File: src/design/bf3m_pkg.sv
// Shared constants and types for the mirrored 3x3 box filter.
package bf3m_pkg;

    localparam int DEF_MAX_WIDTH  = 512;
    localparam int DEF_MAX_HEIGHT = 512;

    localparam int PIX_W     = 8;
    localparam int CFG_W     = 10;
    localparam int CFG_IDX_W = 1;
    localparam int CS_W      = 10;
    localparam int SUM_W     = 12;

    localparam logic [CFG_IDX_W-1:0] CFG_LINE_WIDTH   = 1'b0;
    localparam logic [CFG_IDX_W-1:0] CFG_FRAME_HEIGHT = 1'b1;
    localparam logic [CFG_W-1:0]     DIM_RESET        = 10'd320;

    localparam int JQ_DEPTH = 4;
    localparam int JQ_LVL_W = $clog2(JQ_DEPTH + 1);

    typedef struct packed {
        logic [CS_W-1:0] cs;
        logic [CS_W-1:0] cs_m;
        logic            use_m;
        logic            k1;
        logic            emit_a;
        logic            emit_b;
        logic            eof_b;
    } t_job;

    typedef struct packed {
        logic [JQ_LVL_W-1:0] level;
        logic                nonempty;
        logic                full;
    } t_qstat;

endpackage

File: src/design/bf3m_back.sv
// Back end: 3x3 window from column sums, divide by nine, result register.
module bf3m_back (
    input  logic                       i_clk,
    input  logic                       i_rst_n,
    input  bf3m_pkg::t_job             i_head,
    input  bf3m_pkg::t_qstat           i_qstat,
    output logic                       o_pop,
    output logic                       o_result_valid,
    input  logic                       i_result_ready,
    output logic [bf3m_pkg::PIX_W-1:0] o_pixel_out,
    output logic                       o_end_of_line,
    output logic                       o_end_of_frame
);

    import bf3m_pkg::*;

    localparam int                RCP_W   = 13;
    localparam logic [RCP_W-1:0]  RECIP_9 = 13'd7282;
    localparam int                RCP_SH  = 16;

    logic [CS_W-1:0]  r_cs1;
    logic [CS_W-1:0]  r_cs2;
    logic             r_phase;
    logic             r_a_valid;
    logic [SUM_W-1:0] r_a_sum;
    logic             r_a_eol;
    logic             r_a_eof;
    logic             r_out_valid;
    logic [PIX_W-1:0] r_out_pix;
    logic             r_out_eol;
    logic             r_out_eof;

    logic             en;
    logic             have;
    logic [CS_W-1:0]  mid_eff;
    logic [CS_W-1:0]  left;
    logic [SUM_W-1:0] sum_a;
    logic [SUM_W-1:0] sum_b;
    logic             do_a;
    logic             do_b;

    function automatic logic [PIX_W-1:0] div9(input logic [SUM_W-1:0] s);
        logic [SUM_W+RCP_W-1:0] p;
        p = {{RCP_W{1'b0}}, s} * {{SUM_W{1'b0}}, RECIP_9};
        return p[RCP_SH +: PIX_W];
    endfunction

    assign en      = !r_out_valid || i_result_ready;
    assign have    = i_qstat.nonempty;
    assign mid_eff = i_head.use_m ? i_head.cs_m : r_cs1;
    assign left    = i_head.k1 ? i_head.cs : r_cs2;
    assign sum_a   = SUM_W'(left) + SUM_W'(mid_eff) + SUM_W'(i_head.cs);
    assign sum_b   = SUM_W'(mid_eff) + SUM_W'(mid_eff) + SUM_W'(i_head.cs);
    assign do_a    = have && i_head.emit_a && !r_phase;
    assign do_b    = have && i_head.emit_b && !do_a;
    assign o_pop   = en && have && !(do_a && i_head.emit_b);

    always_ff @(posedge i_clk) begin
        if (!i_rst_n) begin
            r_phase     <= 1'b0;
            r_a_valid   <= 1'b0;
            r_out_valid <= 1'b0;
        end else if (en) begin
            r_a_valid   <= do_a || do_b;
            r_out_valid <= r_a_valid;
            if (have) begin
                r_phase <= do_a && i_head.emit_b;
            end
        end
    end

    always_ff @(posedge i_clk) begin
        if (en) begin
            r_a_sum   <= do_a ? sum_a : sum_b;
            r_a_eol   <= do_b;
            r_a_eof   <= do_b && i_head.eof_b;
            r_out_pix <= div9(r_a_sum);
            r_out_eol <= r_a_eol;
            r_out_eof <= r_a_eof;
        end
        if (o_pop) begin
            r_cs2 <= mid_eff;
            r_cs1 <= i_head.cs;
        end
    end

    assign o_result_valid = r_out_valid;
    assign o_pixel_out    = r_out_pix;
    assign o_end_of_line  = r_out_eol;
    assign o_end_of_frame = r_out_eof;

endmodule

File: config.mk
export PLATFORM = sky130hd
export DESIGN_NAME = bf3m_back
export DESIGN_NICKNAME = d
export VERILOG_FILES = /design/src/design/bf3m_pkg.sv /design/src/design/bf3m_back.sv
export SDC_FILE = /design/constraint.sdc
export NUM_CORES = 1
export LEC_CHECK = 0
export BUFFER_PORTS_ARGS = -buffer_cell sky130_fd_sc_hd__buf_2
export CAP_MARGIN = 20
export CORE_UTILIZATION = 30
export CTS_CLUSTER_SIZE = 30
export DETAILED_ROUTE_END_ITERATION = 12
export PLACE_DENSITY = 0.57
export SETUP_SLACK_MARGIN = 0.5
export SLEW_MARGIN = 15
export SYNTH_ARGS = -nofsm -noshare
export SYNTH_HDL_FRONTEND = slang
export SYNTH_SLANG_ARGS = --single-unit
File: constraint.sdc
create_clock -name i_clk -period 6.2 [get_ports i_clk]
set_clock_uncertainty 0.1 [all_clocks]
set_input_delay 0 -clock i_clk [delete_from_list [all_inputs] [get_ports i_clk]]
set_output_delay 0 -clock i_clk [all_outputs]
set_load 0.01 [all_outputs]
### After elaboration in Yosys (flattened, before gate mapping)

Index checks and enable logic that the tools add are counted.

* latch bits: 0
* memory bits (writable): 0
* memory bits (read-only): 0
* memories kept: 0
* output and inout port bits: 12
* register bits: 47
* input port bits: 33
* logic and storage cells: 34

* magnitude comparators: 0
* divide/modulo/power cells: 0
* shift operators: 0
* reductions and logical operators: 15
* equality and inequality tests: 0
* multipliers: 1
* bitwise logic cells: 0
* add/subtract/negate cells: 4
* muxes and demuxes: 3

Operators with widths (number)
* adder 11 x 10 -> 12 bit: 2
* multiplier 12 x 12 -> 23 bit (second input constant): 1
* adder 10 x 10 -> 11 bit: 2
* 2-to-1 mux 10 bit: 2
* 2-to-1 mux 12 bit: 1
* logical AND 1 bit: 8
* zero test 1 bit: 4
* logical OR 1 bit: 2
* AND reduction 2 bit: 1

### Longest topological paths before layout

Gate-level depths: netlist of run 1.

* depth in word-level cells: 5
* depth in mapped cells: 18
* gate-level depth less buffers: 18

### Least setup slack after synthesis of run 1

No wires, ideal clock.

* path kind: flip-flop to flip-flop
* start: register r_a_sum[1]
* end: register r_out_pix[5], in the netlist o_pixel_out[5] (data pin)
* setup slack: 1.708 ns
* data required time: 5.968 ns
* arrival: 4.260 ns
* period minus slack after synthesis: 4.492 ns
* setup time: 0.132 ns
* cell stages (with the launch flop): 16
* path buffers: 0
* path through: edfxtp_1 fa_1 ha_1 inv_1 fa_1 inv_1 fa_1 inv_1 fa_1 inv_1 ha_1 and3_1 o211ai_2 a211oi_4 mux2i_1 o311a_1

* cells in the longest elaborated chain, start to end: 1

RTL lines
* start: declaration: line bf3m_back.sv:25 `logic [SUM_W-1:0] r_a_sum;`
* start signal: assignment: line bf3m_back.sv:74 `r_a_sum <= do_a ? sum_a : sum_b;`
* multiplier 12 x 12 -> 23 bit: line bf3m_back.sv:44 `p = {{RCP_W{1'b0}}, s} * {{SUM_W{1'b0}}, RECIP_9};`
* end signal: assignment: line bf3m_back.sv:77 `r_out_pix <= div9(r_a_sum);`
* end: declaration: line bf3m_back.sv:29 `logic [PIX_W-1:0] r_out_pix;`

No other way between the ends.
A chain may end at the register's enable or synchronous reset.

### Worst setup path in the final report of run 1

Same ends and word-level chain as after synthesis.

==> results.toml, run 1 <==
[yosys]
synth_area_per_cell_um2 = 11.2
yosys.area.top_type = "edfxtp_1"
syn_inst = 441
yosysUniqueCellTypes = 49
ys_warn_count = 0
ys_ff_latch = 47
ys.flop_type = "edfxtp_1"
mappedNetlistNets = 600
synth-edff-count = 44
async_flop_share_pct = 0
synth_top_area_share_pct = 26.8
synth.area.top_cells = "edfxtp_1 27%, ha_1 22%, fa_1 17%, inv_1 5.3%, mux2_2 4.3%"
ys_seq_area_share_pct = 28.0
syn_area_um2 = 4930

[final_layout]
multiInputGateArea_um2 = 3270
drive_above_1_share_pct = 15.7
syn_to_final_growth_pct = 18.3
seq_area_um2 = 1380
final_common_cell = "ha_1"
antenna_cells = 0
layout_common_cells = "85 x ha_1, 70 x inv_1, 44 x edfxtp_1, 41 x fa_1, 40 x buf_2"
fill_cells = 1579
nets = 669
stdcell_count = 727

[drt]
wl_met3_um = 215
antenna_left = 0
routedWlPerCell_um = 12.9
drt_iter0_markers = 117
met1_length_um = 4340
highest_layer = "met4"
drc = 0
via_per_inst = 4.60
drt_first_pass_iters = 4
routed_wl_um = 9380
vias = 3346
wl_met2_um = 4710

[critical_path]
timing.reg2reg.worst_path_depth = 15
cpMaxStageDelayCell = "fa_1"
max_stage_delay_ps = 530
path_max_fanout = 4
crit_family = "adder cells"
required_ps = 6270
cp.arrival_ps = 4820
endpoint_kind = "register"
crit_buf_inv = 4
cp_num_cells = 15
crit_type = "reg2reg"
crit_chain = "fa_1 -> ha_1 -> inv_1 -> fa_1 -> inv_1 -> fa_1 -> inv_1 -> fa_1 -> inv_1 -> ha_1 -> and3_1 -> o211ai_2 -> a211oi_4 -> mux2i_1 -> o311a_1"
start_kind = "register"

[global_route]
grt_first_pass_wirelength_um = 16400
grt_use_total_pct = 12.4
grt_pass1_vias = 3538
grt.overflow.total = 0
antenna_found_initial = 0
grt_max_degree = 30

[placed_design]
gp_congestion = 0.833
port_buffers = 40
hpwl_um = 7800
dp.cells = 695

[timing]
timing.setup.tns_ps = 0
tightest_slew_ps = 654
setup_viol = 0
drv_slew = 0
hold_viol_final = 0
rsz0062_at_grt = "no"
period_share_pct = 76.8
max_clock_freq_mhz = 210
relSlewSlack_pct = 56.3
min_period_ps = 4760

[floorplan]
core-area_um2 = 15900
num_io_pins = 45
die_h_um = 130
start_util_pct = 30.9
dieArea_um2 = 16900
die_x_um = 130
rows = 46

[cts]
clk_pin_slew_worst_paths_ps = 80
clk_latency_ps = 300
htreeDepth = 2
cts_setup_buffers = 0
cts_tree = "yes"
ctsResizeCount = 0
cts_num_sinks = 47
clock_path_buffers = 2
cts_made_buffers = 5
cts_hold_buf = 24
root_buffer = "clkbuf_16"

[hold_path]
hold_path.class = "in2reg"
timing.hold.worst_path_depth = 3

[outcome]
status = "finished clean"

[flow_run]
drv_cap = 0
[state kept, by name, summed over array words and instances (netlist names)]
signal and count:
o_pixel_out 8, r_a_sum 12, r_phase 1, r_a_eof 1, o_result_valid 1, r_cs2 10, r_a_valid 1, o_end_of_line 1
r_a_eol 1, o_end_of_frame 1, r_cs1 10
[synth_stat cells (all sizes together) (3+ instances only)]
library cell	number
a21oi	19
a31oi	5
nor3	5
xor2	9
mux2i	9
mux2	19
o21bai	3
nor2	17
o21ai	16
dfxtp	3
edfxtp	44
inv	70
ha	85
xnor2	12
a21o	8
fa	41
a211oi	5
nor2b	5
nand2	17
o211ai	4
o21a	6
nand3	6
nand2b	3
[area by class of cell]
cell class              instances  share of cell area [%]
repair buffers                 66                    7.82
flip-flops and latches         47                    23.7
clock inverters                 2                    1.03
clock buffers                   6                    2.21
well taps                     216                    4.64
multi-input cells             320                    56.1
inverters                      70                    4.51
[final timing paths]
| kind | startpoint | endpoint | slack (ps) |
|---|---|---|---|
| worst max-delay path | r_a_sum[1]$_DFFE_PN_ | o_pixel_out[5]$_DFFE_PN_ | 1440 |
| worst min-delay path | i_head[6] | r_cs2[1]$_DFFE_PP_ | 40 |
| worst max register to register | r_a_sum[1]$_DFFE_PN_ | o_pixel_out[5]$_DFFE_PN_ | 1440 |
| worst min register to register | r_a_eof$_DFFE_PN_ | o_end_of_frame$_DFFE_PN_ | 320 |
[per-stage QoR]
| step | area, um^2 | hold WS (ps) | worst slack (ps) | utilization, % |
|---|---|---|---|---|
| 5_1_grt | 5830 | 91.1 | 1220 | 36.5 |
| 3_5_place_dp | 5400 | 138 | 1430 | 33.9 |
| 6_report | 5830 | 41.8 | 1440 | 36.5 |
| 4_1_cts | 5830 | 43.1 | 1410 | 36.5 |
| 2_1_floorplan | 4930 | -1.13 | 1710 | - |
| 3_3_place_gp | 5400 | 129 | 1470 | 33.9 |
[worst register-to-register path, delay by kind of cell (launching register included)]
family	cells	cell delay, ps
DFF	1	440
adders and majority gates	6	2790
AOI/OAI and AO/OA	3	680
buffers and inverters	4	200
and+or+nand+nor	1	190
muxes	1	230
[per-layer routing]
metal | vias to the layer above | GRT usage [%]
met4 | 0 | 3.08
met5 | - | 0
met2 | 42 | 22.4
met1 | 1611 | 15.0
met3 | 10 | 2.46
li1 | 1683 | -
[logic make-up after synthesis]
| group | count (synthesis) | share of synthesized area, % |
|---|---|---|
| AO/OA/AOI/OAI | 78 | 11.5 |
| XOR/XNOR | 21 | 3.73 |
| adder cells (fa/ha/maj) | 126 | 38.3 |
| buffers and inverters | 74 | 5.69 |
| flip-flops | 47 | 28.0 |
| multiplexers | 28 | 6.17 |
| AND/OR/NAND/NOR | 67 | 6.63 |
Power of run 1 is left out: the tool's default activity adds up to more than one toggle a clock period on the data nets, which glitch-free logic cannot reach.
==> run 2: changes to the inputs <==
--- a/config.mk
+++ b/config.mk
@@ -5,12 +5,13 @@
 export SDC_FILE = /design/constraint.sdc
 export NUM_CORES = 1
 export LEC_CHECK = 0
+export ABC_AREA = 1
 export BUFFER_PORTS_ARGS = -buffer_cell sky130_fd_sc_hd__buf_2
 export CAP_MARGIN = 20
 export CORE_UTILIZATION = 30
 export CTS_CLUSTER_SIZE = 30
 export DETAILED_ROUTE_END_ITERATION = 12
-export PLACE_DENSITY = 0.57
+export PLACE_DENSITY = 0.58
 export SETUP_SLACK_MARGIN = 0.5
 export SLEW_MARGIN = 15
 export SYNTH_ARGS = -nofsm -noshare
==> constraint.sdc (replaced) <==
create_clock -name i_clk -period 4.3 [get_ports i_clk]
set_clock_uncertainty 0.1 [all_clocks]
set_input_delay 0 -clock i_clk [delete_from_list [all_inputs] [get_ports i_clk]]
set_output_delay 0 -clock i_clk [all_outputs]
set_load 0.01 [all_outputs]
==> results.toml, run 2 <==
[critical_path]
max_stage_delay_ps = 530
required_ps = 4260
crit_chain = "fa_2 -> ha_4 -> inv_2 -> fa_1 -> inv_1 -> fa_1 -> inv_1 -> fa_1 -> inv_2 -> ha_4 -> a21oi_4 -> a21boi_4 -> nor3_2 -> nor2_1 -> nand2_1 -> nand2_1 -> nand2_1"
cp.arrival_ps = 4230
cpMaxStageDelayCell = "fa_2"
start_kind = "register"
crit_type = "reg2reg"
path_max_fanout = 4
endpoint_kind = "register"

[final_layout]
top_register = "r_a_sum"
fin_util_pct = 38.0
top_regs = "r_a_sum x12, r_cs1 x10, r_cs2 x10"
layout_common_cells = "109 x nand2_1, 108 x inv_1, 74 x ha_1, 44 x edfxtp_1"
largest_register_ff_count = 12
multiInputGateArea_um2 = 3610
fill_cells = 1733
drive_above_1_share_pct = 18.3
seq_area_um2 = 1380
antenna_cells = 0
final_common_cell = "nand2_1"
nets = 824
syn_to_final_growth_pct = 22.2

[floorplan]
rows = 47
num_io_pins = 45
dieArea_um2 = 17900
core-area_um2 = 16800
die_x_um = 134
start_util_pct = 31.1
die_h_um = 134

[yosys]
syn_inst = 585
syn_area_um2 = 5230
ys_seq_area_share_pct = 26.4
ys_ff_latch = 47
synth.area.top_cells = "edfxtp_1 25%, ha_1 20%, fa_1 16%, inv_1 8.1%, nand2_1 8.0%"
ys.flop_type = "edfxtp_1"
async_flop_share_pct = 0
synth_most_common_cell = "inv_1"
synth_common_cells = "113 x inv_1, 112 x nand2_1, 85 x ha_1"
synth_top_area_share_pct = 25.3
yosys.area.top_type = "edfxtp_1"
mappedNetlistNets = 744
ys_warn_count = 0
synth-edff-count = 44
synth_area_per_cell_um2 = 8.93
yosysUniqueCellTypes = 35

[cts]
clk_pin_slew_worst_paths_ps = 80
htreeDepth = 2
cts_num_sinks = 47
clock_path_buffers = 2
root_buffer = "clkbuf_16"
clk_latency_ps = 310
cts_tree = "yes"
cts_made_buffers = 5

[timing]
timing.setup.tns_ps = 0
tightest_slew_ps = 552
rsz0062_at_grt = "yes"
hold_viol_final = 0
setup_viol = 0
period_share_pct = 99.2
min_period_ps = 4270
relSlewSlack_pct = 63.1
drv_slew = 0
max_clock_freq_mhz = 234
setup_ws_ps = 34.1

[drt]
antenna_left = 0
via_per_inst = 4.48
routed_wl_um = 10700
routedWlPerCell_um = 12.1
drt_iter0_markers = 118
drt_first_pass_iters = 5
drc = 0
vias = 3965

[placed_design]
hpwl_um = 8790
gp_congestion = 0.870
place_ws_ps = 5.86
port_buffers = 40

[global_route]
antenna_found_initial = 0
grt.overflow.total = 0
grt_use_total_pct = 12.7
grt_pass1_vias = 4045
grt_max_degree = 29
grt_first_pass_wirelength_um = 18200

[hold_path]
hold_path.class = "in2reg"

[flow_run]
drv_cap = 0

[outcome]
status = "finished clean"
## run 2: changes by cell type in the layout (fill, tap and decap cells not counted), moves of 7 or more
cell and change:
ha_4 +10, a21oi_1 +11, inv_1 +38, ha_1 -11
o21ai_0 +16, xnor2_1 -10, buf_4 +13, nor2_2 +7
mux2i_1 -8, nand2_1 +92, nand3_1 +25
## run 2: metal layers
layer | vias to the layer above | GRT usage (%) | wire length, um
met5 | - | 0 | 0
met4 | 0 | 4.04 | 218
met3 | 16 | 2.15 | 272
met2 | 60 | 22.9 | 5230
met1 | 1798 | 15.3 | 4990
li1 | 2091 | - | -
## run 2: through the flow
stage,hold WS [ps],cells,instance area (um^2)
4_1_cts,97.6,880,6250
6_report,85.6,886,6380
3_5_place_dp,129,846,5770
3_3_place_gp,126,846,5770
5_1_grt,156,886,6380
2_1_floorplan,-1.13,585,5270
## run 2: critical path, delay by kind of cell (launching register included)
kind / cells / cell delay [ps]
adders and majority gates: 6 / 2570
buffers and inverters: 4 / 190
DFF: 1 / 450
and+or+nand+nor: 5 / 360
AOI/OAI and AO/OA: 2 / 340
## run 2: what timing repair did
action,CTS,global route
setup buffers,4,6
pin swaps,7,10
endpoints found under the hold margin,23,0
resized for setup,10,20
setup endpoints to repair,8,8
hold buffers,22,0
## run 2: final timing paths
kind / from / to / slack (ps) / depth (start not counted)
setup / recovery: r_a_sum[3]$_DFFE_PN_ / o_pixel_out[2]$_DFFE_PN_ / 30 / 17
hold / removal: i_head[14] / r_cs2[9]$_DFFE_PP_ / 90 / 5
setup reg to reg: r_a_sum[3]$_DFFE_PN_ / o_pixel_out[2]$_DFFE_PN_ / 30 / 17
hold reg to reg: r_a_eol$_DFFE_PN_ / o_end_of_line$_DFFE_PN_ / 320 / 0
## run 2: kinds of logic (layout without fill, tap and decap cells)
group	after synthesis	count (layout)	synth area share [%]
buffers and inverters	118	199	8.62
muxes	16	16	3.42
xor gates and xnor gates	8	8	1.34
adders and majority gates	126	126	36.1
DFF	47	47	26.4
AOI/OAI and AO/OA	83	83	8.69
and+or+nand+nor	187	187	15.4
## run 2: area by class of cell
cell class / count / area share [%]
Clock buffer: 5 / 1.96
Clock inverter: 3 / 0.451
Inverter: 114 / 6.70
Multi-Input combinational cell: 420 / 56.6
Sequential cell: 47 / 21.6
Tap cell: 220 / 4.31
Timing Repair Buffer: 77 / 8.35
Power of run 2 is left out for the same reason.
