==> src/design/bf3m_pkg.sv <==
// Shared constants and types for the mirrored 3x3 box filter.
package bf3m_pkg;

    localparam int DEF_MAX_WIDTH  = 512;
    localparam int DEF_MAX_HEIGHT = 512;

    localparam int PIX_W     = 8;
    localparam int CFG_W     = 10;
    localparam int CFG_IDX_W = 1;
    localparam int CS_W      = 10;
    localparam int SUM_W     = 12;

    localparam logic [CFG_IDX_W-1:0] CFG_LINE_WIDTH   = 1'b0;
    localparam logic [CFG_IDX_W-1:0] CFG_FRAME_HEIGHT = 1'b1;
    localparam logic [CFG_W-1:0]     DIM_RESET        = 10'd320;

    localparam int JQ_DEPTH = 4;
    localparam int JQ_LVL_W = $clog2(JQ_DEPTH + 1);

    typedef struct packed {
        logic [CS_W-1:0] cs;
        logic [CS_W-1:0] cs_m;
        logic            use_m;
        logic            k1;
        logic            emit_a;
        logic            emit_b;
        logic            eof_b;
    } t_job;

    typedef struct packed {
        logic [JQ_LVL_W-1:0] level;
        logic                nonempty;
        logic                full;
    } t_qstat;

endpackage

==> src/design/bf3m_queue.sv <==
// Job queue between the front end and the back end.
module bf3m_queue (
    input  logic             i_clk,
    input  logic             i_rst_n,
    input  logic             i_push,
    input  bf3m_pkg::t_job   i_job,
    input  logic             i_pop,
    output bf3m_pkg::t_job   o_head,
    output bf3m_pkg::t_qstat o_stat
);

    import bf3m_pkg::*;

    localparam int PW = $clog2(JQ_DEPTH);

    t_job                r_mem [JQ_DEPTH];
    logic [PW-1:0]       r_wp;
    logic [PW-1:0]       r_rp;
    logic [JQ_LVL_W-1:0] r_level;

    always_ff @(posedge i_clk) begin
        if (!i_rst_n) begin
            r_wp    <= '0;
            r_rp    <= '0;
            r_level <= '0;
        end else begin
            if (i_push) begin
                r_wp <= r_wp + PW'(1);
            end
            if (i_pop) begin
                r_rp <= r_rp + PW'(1);
            end
            r_level <= r_level + JQ_LVL_W'(i_push) - JQ_LVL_W'(i_pop);
        end
    end

    always_ff @(posedge i_clk) begin
        if (i_push) begin
            r_mem[r_wp] <= i_job;
        end
    end

    assign o_head          = r_mem[r_rp];
    assign o_stat.level    = r_level;
    assign o_stat.nonempty = (r_level != '0);
    assign o_stat.full     = (r_level == JQ_LVL_W'(JQ_DEPTH));

endmodule

==> config.mk <==
export PLATFORM = sky130hd
export DESIGN_NAME = bf3m_queue
export DESIGN_NICKNAME = d
export VERILOG_FILES = /design/src/design/bf3m_pkg.sv /design/src/design/bf3m_queue.sv
export SDC_FILE = /design/constraint.sdc
export NUM_CORES = 1
export LEC_CHECK = 0
export ABC_AREA = 0
export BUFFER_PORTS_ARGS = -buffer_cell sky130_fd_sc_hd__buf_2
export CAP_MARGIN = 10
export CELL_PAD_IN_SITES_DETAIL_PLACEMENT = 1
export CELL_PAD_IN_SITES_GLOBAL_PLACEMENT = 2
export CORE_UTILIZATION = 47
export CTS_CLUSTER_DIAMETER = 30
export DETAILED_ROUTE_END_ITERATION = 10
export PLACE_DENSITY_LB_ADDON = 0.08
export SYNTH_ARGS = -nofsm -noshare
export SYNTH_HDL_FRONTEND = slang
export SYNTH_SLANG_ARGS = --single-unit
==> constraint.sdc <==
create_clock -name i_clk -period 3.35 [get_ports i_clk]
set_input_delay 0.67 -clock i_clk [delete_from_list [all_inputs] [get_ports i_clk]]
set_output_delay 0.67 -clock i_clk [all_outputs]
set_load 0.05 [all_outputs]
Yosys cells after proc, flatten, opt, wreduce, memory -nomap -nowiden --
Memories as Yosys holds them, arrays and structs flattened. A register that Yosys moved wholly into a read port is not among the register bits. Cells that the tools add are included.
Word-level totals: output and inout bits 30, flip-flop bits (word level) 7, bits in writable memories 100, memories kept 1
Operators by class: equal/unequal tests 1, add/subtract/negate cells 4, reduce and logical (&&, ||, !) cells 1, muxes and demuxes 4
Memory list:
- r_mem | words 4, bits a word 25, read ports 1, clocked after memory_dff 1, wr ports 1, RTL line bf3m_queue.sv:16 | t_job r_mem [JQ_DEPTH];
Operators with widths (number):
- $add A2 B1 Y2 const B | 2
- $mux W2 | 2
- $add A3 B1 Y3 | 1
- $eq A3 B3 Y1 const B | 1
- $reduce_bool A3 Y1 | 1
- $sub A3 B1 Y3 | 1
- $mux W1 | 2

Logic depth before layout (Yosys ltp) --
Gate-level depths: netlist of the first run.
word-level depth 3, mapped depth 7

Least setup slack after synthesis of the first run --
No wires, ideal clock.
path type reg-to-output, start point register (tool-made name), end point output o_head[0] in the netlist's numbering, setup slack 1435 ps, cell stages (with the launch flop) 3, path buffers 1, required time 2680 ps, data arrival time 1245 ps, path through dfxtp_1 buf_6 mux4_1
RTL lines:
- end: declaration | RTL line bf3m_queue.sv:8 | output bf3m_pkg::t_job o_head,

==> flow_summary.yaml, run 1 <==
synthesis:
  synth_most_common_cell: "edfxtp_1"
  synth_top_area_share: 0.733
  syn-cell-area_um2: 4100
  yosys_warnings: 0
  synthArstFlopShare: 0
  synthTopCellsByArea: "edfxtp_1 73%, mux4_2 11%, dfxtp_1 4.4%, mux4_1 3.2%, ha_1 1.8%"
  ys_ff_latch: 109
  postSynthCellCount: 174
  yosys.area.top_type: "edfxtp_1"
  synthTopCellsByCount: "100 x edfxtp_1, 20 x mux4_2, 9 x dfxtp_1"
  ys_types: 21
  synth-seq-area-share: 0.777
  synth_nets: 210
  synth_enable_flop_cells: 100
  ys.flop_type: "edfxtp_1"
  syn_avg_cell_area_um2: 23.5
die:
  io_pins: 59
  fp-row-count: 33
  fp.dieArea_um2: 9090
  start_util: 0.491
  fp.dieW_um: 95.3
  core-area_um2: 8340
  die_height_um: 95.3
sta:
  tightest_slew_ns: 0.642
  setup_viol: 0
  rsz0062_at_grt: "no"
  hold_violations: 0
  hold_ws_ns: 0.526
  slew_headroom: 0.572
  skew_ns: 0.00688
  tns_ns: 0
  period_share: 0.818
  timing.fmax_mhz: 365
  final.min_clock_period_ns: 2.74
  drv_slew: 0
power_and_ir_drop:
  p_per_area_nw_per_um2: 610
  ir_drop_mv: 0.334
  p_leak_nw: 1.65
worst_setup_path:
  crit_chain: "buf_12 > mux4_1 > buf_2"
  worstSetupPathType: "flop to primary output"
  r2r-end: "r_mem[2][24]"
  reg2regPathDepth: 4
  r2r_start: "r_wp[0]"
  reg2reg_setup_slack_ns: 1.55
  cp.arrival_ns: 2.07
  startpoint_type: "flop"
  cp_top_family: "flip-flops"
  critPathMaxStageDelay_ns: 0.68
  crit_slowest_cell: "dfxtp_2"
  path_max_fanout: 14
  required_ns: 2.68
  cp_num_buf_inv: 2
  critPathCaptureType: "primary output"
final_layout:
  final_layout_size_suffix_gt1_frac: 0.407
  antenna_cells: 0
  area_growth_pct: 14.5
  fillers: 749
  fin_nets: 279
place:
  gp_congestion: 0.654
  portBuffers: 58
  dp_hpwl_um: 4820
cts:
  cts.sinks: 109
  cts_max_path_buffers: 2
  cts_buffers: 9
  htreeDepth: 3
  clk_pin_slew_ns: 0.10
  post_cts_buffers: 0
  clk_latency_ns: 0.35
  ctsHoldBuffers: 0
  clock-root-buffer: "clkbuf_8"
  cts.repair.resized: 0
  cts_tree: "built"
routing:
  via_per_inst: 5.31
  routed_wl_um: 7280
  drtIter0Drc: 155
  ant_nets: 0
  drc_errors: 0
  vias: 1864
  wl_per_cell_um: 20.7
  drt-pass1-iter-count: 4
global_routing:
  antenna_found_initial: 0
  grt_pass1_wl_um: 11100
  grt_pass1_vias: 2101
  grt-ovfl-total: 0
  grt_max_degree: 26
  grt_use_total: 0.178
worst_hold_path:
  hp-start: "i_job[12]"
  hold_path_class: "primary input to flop"
  holdPathEnd: "r_mem[3][12]"
  holdPathStages: 1
run_status:
  status: "finished clean"
run:
  cap_violations: 0
## area by class of cell
class	instances	area [um2]	share of cell area
clock buffer	9	124	0.0264
clock inverter	5	53.8	0.0115
inverter	7	26.3	0.00561
multi-input combinational	52	820	0.175
sequential	109	3180	0.679
tap	105	131	0.0280
timing repair buffer	64	348	0.0742
## metal layers
layer / routed length, um / GRT usage / vias to the layer above / share of wire
met4: 100 / 0.0758 / 0 / 0.014
li1: - / - / 842 / -
met2: 4070 / 0.321 / 45 / 0.56
met1: 2820 / 0.206 / 968 / 0.39
met5: 0 / 0 / - / 0
met3: 282 / 0.0335 / 9 / 0.039
## sequential cells by signal (all words and copies together) (netlist names), named ones only
name,count
r_level,3
r_mem,100
r_rp,2
r_wp,2
## kinds of logic (layout without fill, tap and decap cells)
| family | after synthesis | after routing | synth area share |
|---|---|---|---|
| AOI/OAI and AO/OA | 2 | 2 | 0.00367 |
| xor gates and xnor gates | 3 | 3 | 0.0101 |
| adders and majority gates | 7 | 7 | 0.0232 |
| buffers and inverters | 13 | 85 | 0.0226 |
| DFF | 109 | 109 | 0.777 |
| muxes | 26 | 26 | 0.145 |
| and+or+nand+nor | 14 | 14 | 0.0186 |
## worst max-delay path by stage
stage,cells past startpoint,startpoint,endpoint,slack (ns)
finish,3,flop,o_head[21],0.61
global route,3,flop,o_head[21],0.46
CTS,3,flop,o_head[21],0.53
detailed placement,3,flop,o_head[21],0.90
global placement,3,flop,o_head[21],0.97
floorplan,2,flop,o_head[0],1.43
## power breakdown
group	total [W]	leakage, nW	internal, W	switching [W]
logic	0.000524	0.562	0.000170	0.000354
clock network	0.000730	0.0947	0.000335	0.000395
registers	0.00160	0.993	0.00156	0.0000415
## cells in the final DEF (no fill, tap or decap), drive strengths merged, types with 2 or more instances in the layout
cell type / netlist / final
buf: 5 / 64
clkinv: 0 / 4
and2: 6 / 6
clkbuf: 1 / 9
inv: 7 / 7
nor2: 5 / 5
edfxtp: 100 / 100
xnor2: 2 / 2
mux4: 25 / 25
ha: 6 / 6
dfxtp: 9 / 9
## metrics by stage
stage	area [um2]	cells	utilization	power (W)	setup slack, ns
CTS	4690	351	0.562	0.00289	0.526
detailed placement	4510	337	0.541	0.00217	0.901
floorplan	4100	174	-	0.00203	1.43
global placement	4510	337	0.541	0.00214	0.969
finish	4690	351	0.562	0.00286	0.608
global route	4690	351	0.562	0.00297	0.459
No activity file was read; power rests on OpenSTA's default activity.
==> run 2, diff against run 1 <==
--- a/config.mk
+++ b/config.mk
@@ -10,7 +10,7 @@
 export CAP_MARGIN = 10
 export CELL_PAD_IN_SITES_DETAIL_PLACEMENT = 1
 export CELL_PAD_IN_SITES_GLOBAL_PLACEMENT = 2
-export CORE_UTILIZATION = 47
+export CORE_UTILIZATION = 39
 export CTS_CLUSTER_DIAMETER = 30
 export DETAILED_ROUTE_END_ITERATION = 10
 export PLACE_DENSITY_LB_ADDON = 0.08
==> constraint.sdc (replaced) <==
create_clock -name i_clk -period 2.3 [get_ports i_clk]
set_input_delay 0.46 -clock i_clk [delete_from_list [all_inputs] [get_ports i_clk]]
set_output_delay 0.46 -clock i_clk [all_outputs]
set_load 0.05 [all_outputs]
==> run 2 against run 1 <==
Compared with the run above: routed wire length shrank 0.70%; hold slack lost 0.23 ns; clock-buffer cell count stayed put; clock skew grew 0.0050 ns; critical path type unchanged; highest routed layer unchanged.
==> flow_summary.yaml, run 2 (synthesized netlist as in run 1, its figures left out) <==
final_layout:
  postLayoutCoreUtil: 0.466
  antenna_cells: 0
  fillers: 985
  largest-register: "r_mem"
  largest_reg_flops: 100
  layout.cells.non_filler: 390
  final_cell_mix: "100 x edfxtp_1, 58 x buf_2, 20 x mux4_2"
  final_layout_size_suffix_gt1_frac: 0.425
  reg_top3: "r_mem (100), r_level (3)"
  area_growth_pct: 16.3
  final_common_cell: "edfxtp_1"
  fin_nets: 285
routing:
  drtIter0Drc: 35
  routed_wl_um: 7230
  drt-pass1-iter-count: 4
  vias: 1913
  wl_per_cell_um: 18.5
  ant_nets: 0
  drc_errors: 0
  via_per_inst: 4.91
cts:
  cts_buffers: 9
  htreeDepth: 3
  cts.sinks: 109
  ctsHoldBuffers: 0
  clock-root-buffer: "clkbuf_8"
  cts_max_path_buffers: 2
  clk_latency_ns: 0.37
  cts_tree: "built"
  clk_pin_slew_ns: 0.10
  post_cts_buffers: 0
global_routing:
  grt-ovfl-total: 0
  grt_use_total: 0.142
  antenna_found_initial: 0
  grt_pass1_vias: 2100
  grt_pass1_wl_um: 11200
  grt_max_degree: 20
place:
  dp_hpwl_um: 4830
  portBuffers: 58
  dp_cells: 374
  gp_congestion: 0.640
die:
  io_pins: 59
  fp-row-count: 37
  fp.dieW_um: 104
  core-area_um2: 10200
  die_height_um: 104
  fp.dieArea_um2: 10900
  start_util: 0.400
sta:
  period_share: 0.963
  skew_ns: 0.0119
  drv_slew: 0
  tightest_slew_ns: 0.265
  hold_ws_ns: 0.296
  rsz0062_at_grt: "yes"
  timing.fmax_mhz: 451
  slew_headroom: 0.824
  final.min_clock_period_ns: 2.22
  tns_ns: 0
  hold_violations: 0
  setup_viol: 0
power_and_ir_drop:
  p_leak_nw: 1.68
  ir_drop_mv: 0.437
  p_per_area_nw_per_um2: 876
worst_setup_path:
  required_ns: 1.84
  critPathCaptureType: "primary output"
  path_max_fanout: 9
  startpoint_type: "flop"
  worstSetupPathType: "flop to primary output"
  cp.arrival_ns: 1.76
run:
  cap_violations: 0
run_status:
  status: "finished clean"
worst_hold_path:
  hold_path_class: "primary input to flop"
-- run 2: changes by cell type in the layout (fill, tap and decap cells not counted) --
| cell | before | now |
|---|---|---|
| inv_8 | 0 | 1 |
| clkinv_2 | 3 | 2 |
| buf_4 | 5 | 11 |
| clkinv_4 | 1 | 2 |
| inv_6 | 0 | 2 |
| buf_6 | 0 | 1 |
| bufinv_16 | 1 | 0 |
| buf_12 | 1 | 0 |
-- run 2: per-layer routing --
layer	wire length [um]	global-route usage	vias up
met1	3230	0.177	1000
met4	91	0.0582	0
met3	240	0.0326	9
li1	-	-	858
met2	3660	0.240	46
met5	0	0	-
-- run 2: worst paths after layout --
path                   start  slack [ns]  depth (start not counted)            to
hold reg to reg      r_rp[1]        0.55                          2       r_rp[1]
hold / removal     i_job[19]        0.30                          1  r_mem[0][19]
setup reg to reg  r_level[0]        0.56                          7    r_level[2]
setup / recovery        flop        0.08                          3    o_head[22]
-- run 2: area by class of cell --
| type | count | area (um2) | share of cell area |
|---|---|---|---|
| Clock buffer | 9 | 124 | 0.0260 |
| Clock inverter | 7 | 56.3 | 0.0118 |
| Inverter | 7 | 26.3 | 0.00551 |
| Multi-Input combinational cell | 52 | 820 | 0.172 |
| Sequential cell | 109 | 3180 | 0.668 |
| Tap cell | 136 | 170 | 0.0357 |
| Timing Repair Buffer | 70 | 384 | 0.0806 |
-- run 2: metrics by stage --
step                      total power (W)  worst slack [ns]  instance area, um2
after floorplan                   0.00296             0.389                4100
after global placement            0.00313             0.411                4580
after detailed placement          0.00317             0.380                4580
after CTS                         0.00423            0.0508                4760
after global routing              0.00433          -0.00726                4760
final                             0.00417            0.0848                4760
-- run 2: report_power, final --
part           internal (W)  switching [W]  total, W
sequential          0.00227      0.0000412   0.00231
combinational      0.000254       0.000541  0.000796
clock              0.000409       0.000652   0.00106
total               0.00294        0.00123   0.00417
-- run 2: what timing repair did --
| action | in CTS | in global routing |
|---|---|---|
| gates resized for setup | 1 | 0 |
| cloned | 0 | 0 |
| pin swaps | 0 | 0 |
| endpoints found under the setup margin | 9 | 1 |
-- run 2: critical path: stages, from the launching register on --
cell and delay, ns:
dfxtp_2 0.35, buf_4 0.22, mux4_1 0.59, buf_2 0.23
==> run 3, diff against run 2 <==
--- a/config.mk
+++ b/config.mk
@@ -6,13 +6,13 @@
 export NUM_CORES = 1
 export LEC_CHECK = 0
 export ABC_AREA = 0
-export BUFFER_PORTS_ARGS = -buffer_cell sky130_fd_sc_hd__buf_2
 export CAP_MARGIN = 10
 export CELL_PAD_IN_SITES_DETAIL_PLACEMENT = 1
 export CELL_PAD_IN_SITES_GLOBAL_PLACEMENT = 2
-export CORE_UTILIZATION = 39
+export CORE_UTILIZATION = 43
 export CTS_CLUSTER_DIAMETER = 30
 export DETAILED_ROUTE_END_ITERATION = 10
+export DONT_BUFFER_PORTS = 1
 export PLACE_DENSITY_LB_ADDON = 0.08
 export SYNTH_ARGS = -nofsm -noshare
 export SYNTH_HDL_FRONTEND = slang
==> run 3 against run 2 <==
Compared with the run above: total power down 1.3%; worst setup slack better by 0.038 ns; global-route usage up 1.4 points; via count down 9.7%; clock skew down 0.0036 ns; core utilization up 3.7 points; sequential power about the same; register-to-register slack worse by 0.13 ns; design area down 2.5%; critical path depth unchanged; die area down 9.1%; critical path type unchanged; largest cell class unchanged.
==> flow_summary.yaml, run 3 (synthesized netlist as in run 1, its figures left out) <==
cts:
  clock-root-buffer: "clkbuf_8"
  cts_max_path_buffers: 2
  cts_tree: "built"
  clk_latency_ns: 0.36
  clk_pin_slew_ns: 0.10
  htreeDepth: 3
  cts.sinks: 109
  ctsHoldBuffers: 0
  cts_buffers: 9
sta:
  tightest_slew_ns: 0.770
  slew_headroom: 0.487
  hold_violations: 0
  rsz0062_at_grt: "no"
  setup_viol: 0
  tns_ns: 0
  final.min_clock_period_ns: 2.18
  timing.fmax_mhz: 459
  skew_ns: 0.00828
  period_share: 0.947
  hold_ws_ns: 0.185
  drv_slew: 0
final_layout:
  reg_top3: "r_mem (100), r_level (3)"
  final_common_cell: "edfxtp_1"
  area_growth_pct: 13.4
  fin_nets: 242
  final_cell_mix: "100 x edfxtp_1, 21 x buf_4, 20 x mux4_2"
  final_layout_size_suffix_gt1_frac: 0.303
  fillers: 809
  seqCellArea_um2: 3190
  antenna_cells: 0
  largest-register: "r_mem"
  multi_input_comb_area_um2: 820
  largest_reg_flops: 100
global_routing:
  grt_pass1_wl_um: 11000
  grt-ovfl-total: 0
  grt_use_total: 0.156
  antenna_found_initial: 0
  grt_pass1_vias: 1877
  grt_max_degree: 22
worst_setup_path:
  worstSetupPathType: "flop to primary output"
  startpoint_type: "flop"
  required_ns: 1.84
  critPathCaptureType: "primary output"
  cp.arrival_ns: 1.72
  r2r_start: "r_wp[0]"
  path_max_fanout: 5
die:
  core-area_um2: 9240
  die_height_um: 99.6
  io_pins: 59
  fp-row-count: 35
  fp.dieW_um: 99.6
  start_util: 0.443
  fp.dieArea_um2: 9920
place:
  gp_congestion: 0.710
  portBuffers: 0
  dp_hpwl_um: 4800
power_and_ir_drop:
  ir_drop_mv: 0.349
  p_total_w: 0.00412
  p_per_area_nw_per_um2: 886
  p_leak_nw: 1.53
run_status:
  status: "finished clean"
worst_hold_path:
  hp-start: "i_job[10]"
  hold_path_class: "primary input to flop"
routing:
  routed_wl_um: 7060
  drtIter0Drc: 81
  vias: 1728
  drc_errors: 0
  wl_per_cell_um: 20.8
  via_per_inst: 5.08
  ant_nets: 0
  drt-pass1-iter-count: 3
run:
  cap_violations: 0
-- run 3: cell types whose count changed in the layout (fill, tap and decap cells not counted), sizes merged --
cell,before,now
buf,70,27
clkinvlp,0,2
clkinv,4,3
inv,10,9
-- run 3: critical path, stage by stage (launching register included) --
cell,delay (ns)
dfxtp_4,0.41
buf_4,0.17
mux4_1,0.57
buf_4,0.21
-- run 3: report_power, final --
part | internal [W] | leakage [nW] | switching [W] | total (W)
sequential | 0.00227 | 0.994 | 0.0000387 | 0.00231
combinational | 0.000261 | 0.456 | 0.000508 | 0.000770
clock | 0.000398 | 0.0837 | 0.000635 | 0.00103
total | 0.00293 | 1.53 | 0.00118 | 0.00412
-- run 3: routing by layer --
metal / routed length, um / track usage / vias to the layer above
li1: - / - / 768
met4: 74 / 0.0475 / 0
met3: 329 / 0.0548 / 7
met5: 0 / 0 / -
met2: 3840 / 0.274 / 39
met1: 2820 / 0.181 / 914
-- run 3: path summary, 6_finish.rpt --
kind,end,slack [ns],cells past startpoint
hold / removal,r_mem[1][10],0.19,0
setup / recovery,o_head[22],0.12,3
hold reg to reg,flop,0.56,2
setup reg to reg,r_mem[2][23],0.43,4
-- run 3: what timing repair did --
| action | in CTS | in global routing |
|---|---|---|
| setup endpoints to repair | 1 | 1 |
| buffers inserted | 0 | 9 |
| gates resized for setup | 1 | 0 |
-- run 3: area by class of cell --
class	instances	area share
multi-input combinational	52	0.176
clock buffer	9	0.0267
timing repair buffer	27	0.0598
tap	129	0.0347
inverter	7	0.00566
sequential	109	0.686
clock inverter	7	0.0108
-- run 3: stage by stage --
stage / worst slack [ns] / cell area, um2 / utilization / instances
2_1_floorplan: 0.389 / 4100 / - / 174
3_3_place_gp: 0.430 / 4380 / 0.474 / 315
3_5_place_dp: 0.362 / 4380 / 0.474 / 315
4_1_cts: 0.0468 / 4550 / 0.493 / 331
5_1_grt: 0.0486 / 4650 / 0.503 / 340
6_report: 0.123 / 4650 / 0.503 / 340
